## src/pte_ram.sv

```systemverilog
`default_nettype none

module pte_ram #(
  parameter int WIDTH = 32,
  parameter int DEPTH = 64,
  localparam int AW = $clog2(DEPTH)
) (
  input  logic             clk,
  input  logic             wr_en,
  input  logic [AW-1:0]    wr_addr,
  input  logic [WIDTH-1:0] wr_data,
  input  logic             rd_en,
  input  logic [AW-1:0]    rd_addr,
  output logic [WIDTH-1:0] rd_data
);

  logic [WIDTH-1:0] mem [DEPTH];

  always_ff @(posedge clk) begin
    if (wr_en) begin
      mem[wr_addr] <= wr_data;
    end
    if (rd_en) begin
      rd_data <= mem[rd_addr];
    end
  end

endmodule

`default_nettype wire

```

## config.mk

```make
export PLATFORM = sky130hd
export DESIGN_NAME = pte_ram
export DESIGN_NICKNAME = d
export VERILOG_FILES = /design/src/pte_ram.sv
export SDC_FILE = /design/constraint.sdc
export NUM_CORES = 2
export LEC_CHECK = 0
export BUFFER_PORTS_ARGS = -buffer_cell sky130_fd_sc_hd__buf_2
export CORE_ASPECT_RATIO = 0.6
export CORE_UTILIZATION = 45
export DETAILED_ROUTE_END_ITERATION = 7
export SLEW_MARGIN = 20
export SYNTH_ARGS = -nofsm -noshare
export SYNTH_HDL_FRONTEND = slang
export SYNTH_SLANG_ARGS = --single-unit
```

## constraint.sdc

```tcl
create_clock -name clk -period 10.2 [get_ports clk]
set_input_delay 1.02 -clock clk [delete_from_list [all_inputs] [get_ports clk]]
set_output_delay 1.02 -clock clk [all_outputs]
set_load 0.01 [all_outputs]
```

==> flow_metrics.py <==
metrics = {
    "outcome": {
        "outcome": "finished, final reports clean",
    },
    "logic_synthesis": {
        "ys_seq_elements": 2080,
        "ys_warn_count": 0,
        "syn_nets": 3371,
        "synth_area_sq_um": 78800,
        "synth-edff-count": 2080,
        "synth_cells": 3324,
        "yosysSeqAreaShare": 0.792,
        "ys_async_sr_fraction": 0,
        "synth_cell_types": 33,
        "synth_flop_cell": "edfxtp_1",
        "synth.avg_cell_area_sq_um": 23.7,
    },
    "drt": {
        "dr.pass1.iters": 5,
        "drtAntennaViolNets": 0,
        "wire_per_inst_um": 35.1,
        "wl_um": 211000,
        "drt_iter0_markers": 5579,
        "drc": 0,
        "via_per_inst": 6.21,
        "dr_total_vias": 37300,
    },
    "timing": {
        "hold_viol": 0,
        "tns_ns": 0,
        "max_freq_ghz": 0.247,
        "maxSlewViolCount": 0,
        "finalSetupViolations": 0,
        "slew_headroom": 0.216,
        "worst_pin_slew_ns": 1.17,
        "layout_min_cycle_time_ns": 4.05,
        "period_share": 0.397,
        "rsz0062_at_grt": "no",
        "setup_ws_ns": 6.15,
        "finClkSkew_ns": 0.0364,
    },
    "setup_path": {
        "required_ns": 10.75,
        "critPathArrivalTime_ns": 4.60,
        "endpoint_kind": "flip-flop",
        "crit_path_start_kind": "primary input",
        "r2r-end": "rd_data[20]",
        "path_max_fanout": 87,
        "regToRegSetupSlack_ns": 7.77,
        "setup.worst_path.start": "rd_addr[0]",
        "reg2regPathDepth": 5,
        "crit_type": "primary input to flip-flop",
        "rr_startpoint": "mem[18][20]",
        "endpoint": "rd_data[12]",
    },
    "placement": {
        "dp_slack_ns": 5.26,
        "numPortBuffers": 78,
        "gp_congestion": 0.791,
        "dp_hpwl_um": 111000,
    },
    "clock_network": {
        "cts_buffers": 187,
        "tritoncts": "yes",
        "htreeDepth": 4,
        "clkTransAtPathRegs_ns": 0.07,
        "cts_hold_buf": 0,
        "cts_root_buffer": "clkbuf_16",
        "cts_buffer_depth": 4,
        "clock-sinks": 2080,
        "cts_setup_buffers": 0,
        "clock_latency_ns": 0.82,
        "cts-resized-gates": 0,
    },
    "global_routing": {
        "antenna_found_initial": 15,
        "grt_use_total": 0.240,
        "grt_pass1_wl_um": 293000,
        "grt_max_degree": 100,
        "first_global_vias": 36500,
        "gr-total-overflow": 0,
    },
    "power_and_ir_drop": {
        "power.share.switching": 0.216,
        "vdd_ir_drop_max_uv": 112,
        "p_switching_w": 0.00367,
        "sequentialPowerShare": 0.558,
        "clock_power_share": 0.388,
        "p_leak_nw": 27.1,
        "power_density_nw_per_um2": 193,
        "combPwrFrac": 0.054,
        "p_int_w": 0.0134,
    },
    "die": {
        "start_util": 0.455,
        "die_w_um": 542,
        "rows": 118,
        "fp.coreArea_sq_um": 173000,
        "io_pins": 79,
        "die_area_sq_um": 177000,
        "die_h_um": 326,
    },
    "layout": {
        "post-route-util": 0.510,
        "fill_cells": 13400,
        "nNetsFinal": 3580,
        "drive_gt1_frac": 0.288,
        "area_growth_pct": 12.0,
    },
    "worst_hold_path": {
        "hold_class": "primary input to flip-flop",
    },
    "flow_run": {
        "drv_cap": 0,
    },
}
## cells in the mapped netlist, types with 3 or more instances
library cell	n	area [sq um]
a21oi_1	62	310
a22oi_1	12	90.1
a311oi_1	8	70.1
a41o_1	4	40.0
and3_1	4	25.0
buf_1	21	78.8
buf_2	57	285
buf_4	25	188
buf_6	5	56.3
clkbuf_1	74	278
edfxtp_1	2080	62500
mux2i_1	93	931
mux4_2	544	12300
nand2_1	26	97.6
nand2b_1	8	50.1
nand3_1	5	25.0
nand3b_1	5	37.5
nor2_1	137	514
nor2b_1	15	93.8
nor3_1	7	35.0
o221ai_1	27	236
o22ai_1	84	526
o32ai_1	4	35.0
or3_1	3	18.8
or3b_2	3	26.3
## power groups by stage
| stage | clock network (W) | logic, W | registers (W) |
|---|---|---|---|
| after global placement | 0 | 0.000909 | 0.00970 |
| after CTS | 0.00669 | 0.000919 | 0.00951 |
| after floorplan | 0 | 0.000460 | 0.00968 |
| after detailed placement | 0 | 0.000917 | 0.00970 |
| final | 0.00660 | 0.000923 | 0.00951 |
| after global routing | 0.00702 | 0.000969 | 0.00951 |
## registers in the layout (all words and copies together), names as in the netlist
| register | flops |
|---|---|
| rd_data | 32 |
| mem | 2048 |
## critical path: stages
cell and delay [ns]:
buf_8 0.62, buf_12 0.65, buf_4 0.77, mux4_2 0.63
mux4_2 0.47, o22ai_1 0.17, nor2_1 0.10
## cells in the final DEF (no fill, tap or decap), drive strengths merged, types with 2 or more instances in the layout
cell      Yosys  final
edfxtp     2080   2080
mux4        544    544
clkbuf       74    231
buf         108    202
nor2        137    137
mux2i        93     93
o22ai        84     84
clkinv        0     75
a21oi        62     62
o221ai       27     27
nand2        26     26
nor2b        15     15
a22oi        12     12
a311oi        8      8
bufinv        0      8
nand2b        8      8
nor3          7      7
diode         0      6
nand3b        5      5
nand3         5      5
clkinvlp      0      5
or3b          5      5
and3          4      4
a41o          4      4
o32ai         4      4
or3           3      3
or2           3      3
and2          2      2
nand4         2      2
## through the flow
stage          power, W  instance area (sq um)  hold WS (ns)  std cells
2_1_floorplan    0.0101                  78800         0.750       3324
3_3_place_gp     0.0106                  82800         0.828       5684
3_5_place_dp     0.0106                  82800         0.855       5684
4_1_cts          0.0171                  88300         0.602       6004
5_1_grt          0.0175                  88300         0.625       6005
6_report         0.0170                  88300         0.649       6010
## logic make-up (layout without fill, tap and decap cells)
| kind of cell | Yosys count | count (layout) | synth area share |
|---|---|---|---|
| AOI/OAI and AO/OA | 202 | 202 | 0.0167 |
| and+or+nand+nor | 223 | 223 | 0.0126 |
| muxes | 637 | 637 | 0.167 |
| DFF | 2080 | 2080 | 0.792 |
| buffers and inverters | 182 | 522 | 0.0112 |
| other | 0 | 6 | 0 |
## per-layer routing
metal | vias to the layer above | GRT usage | share of wire
li1 | 14700 | - | -
met1 | 20400 | 0.379 | 0.43
met2 | 2013 | 0.335 | 0.43
met3 | 255 | 0.0672 | 0.12
met4 | 2 | 0.0430 | 0.017
met5 | - | 0 | 0.000062
## worst min-delay path by stage
stage | slack [ns] | start | end | depth (start not counted)
finish | 0.65 | wr_data[30] | mem[43][30] | 1
global route | 0.63 | wr_data[30] | mem[43][30] | 1
CTS | 0.60 | wr_data[30] | mem[43][30] | 1
detailed placement | 0.85 | mem[13][17] | rd_data[17] | 4
global placement | 0.83 | mem[12][17] | rd_data[17] | 4
floorplan | 0.75 | mem[12][17] | rd_data[17] | 4
## final cells by class
| class | count | area, sq um | share of cell area |
|---|---|---|---|
| Antenna cell | 6 | 15.0 | 0.000170 |
| Sequential cell | 2080 | 62500 | 0.707 |
| Clock inverter | 89 | 619 | 0.00702 |
| Multi-Input combinational cell | 1062 | 16000 | 0.181 |
| Tap cell | 2340 | 2930 | 0.0332 |
| Timing Repair Buffer | 202 | 1420 | 0.0161 |
| Clock buffer | 231 | 4870 | 0.0551 |
Note: power is estimated with default switching activity, not from simulation.
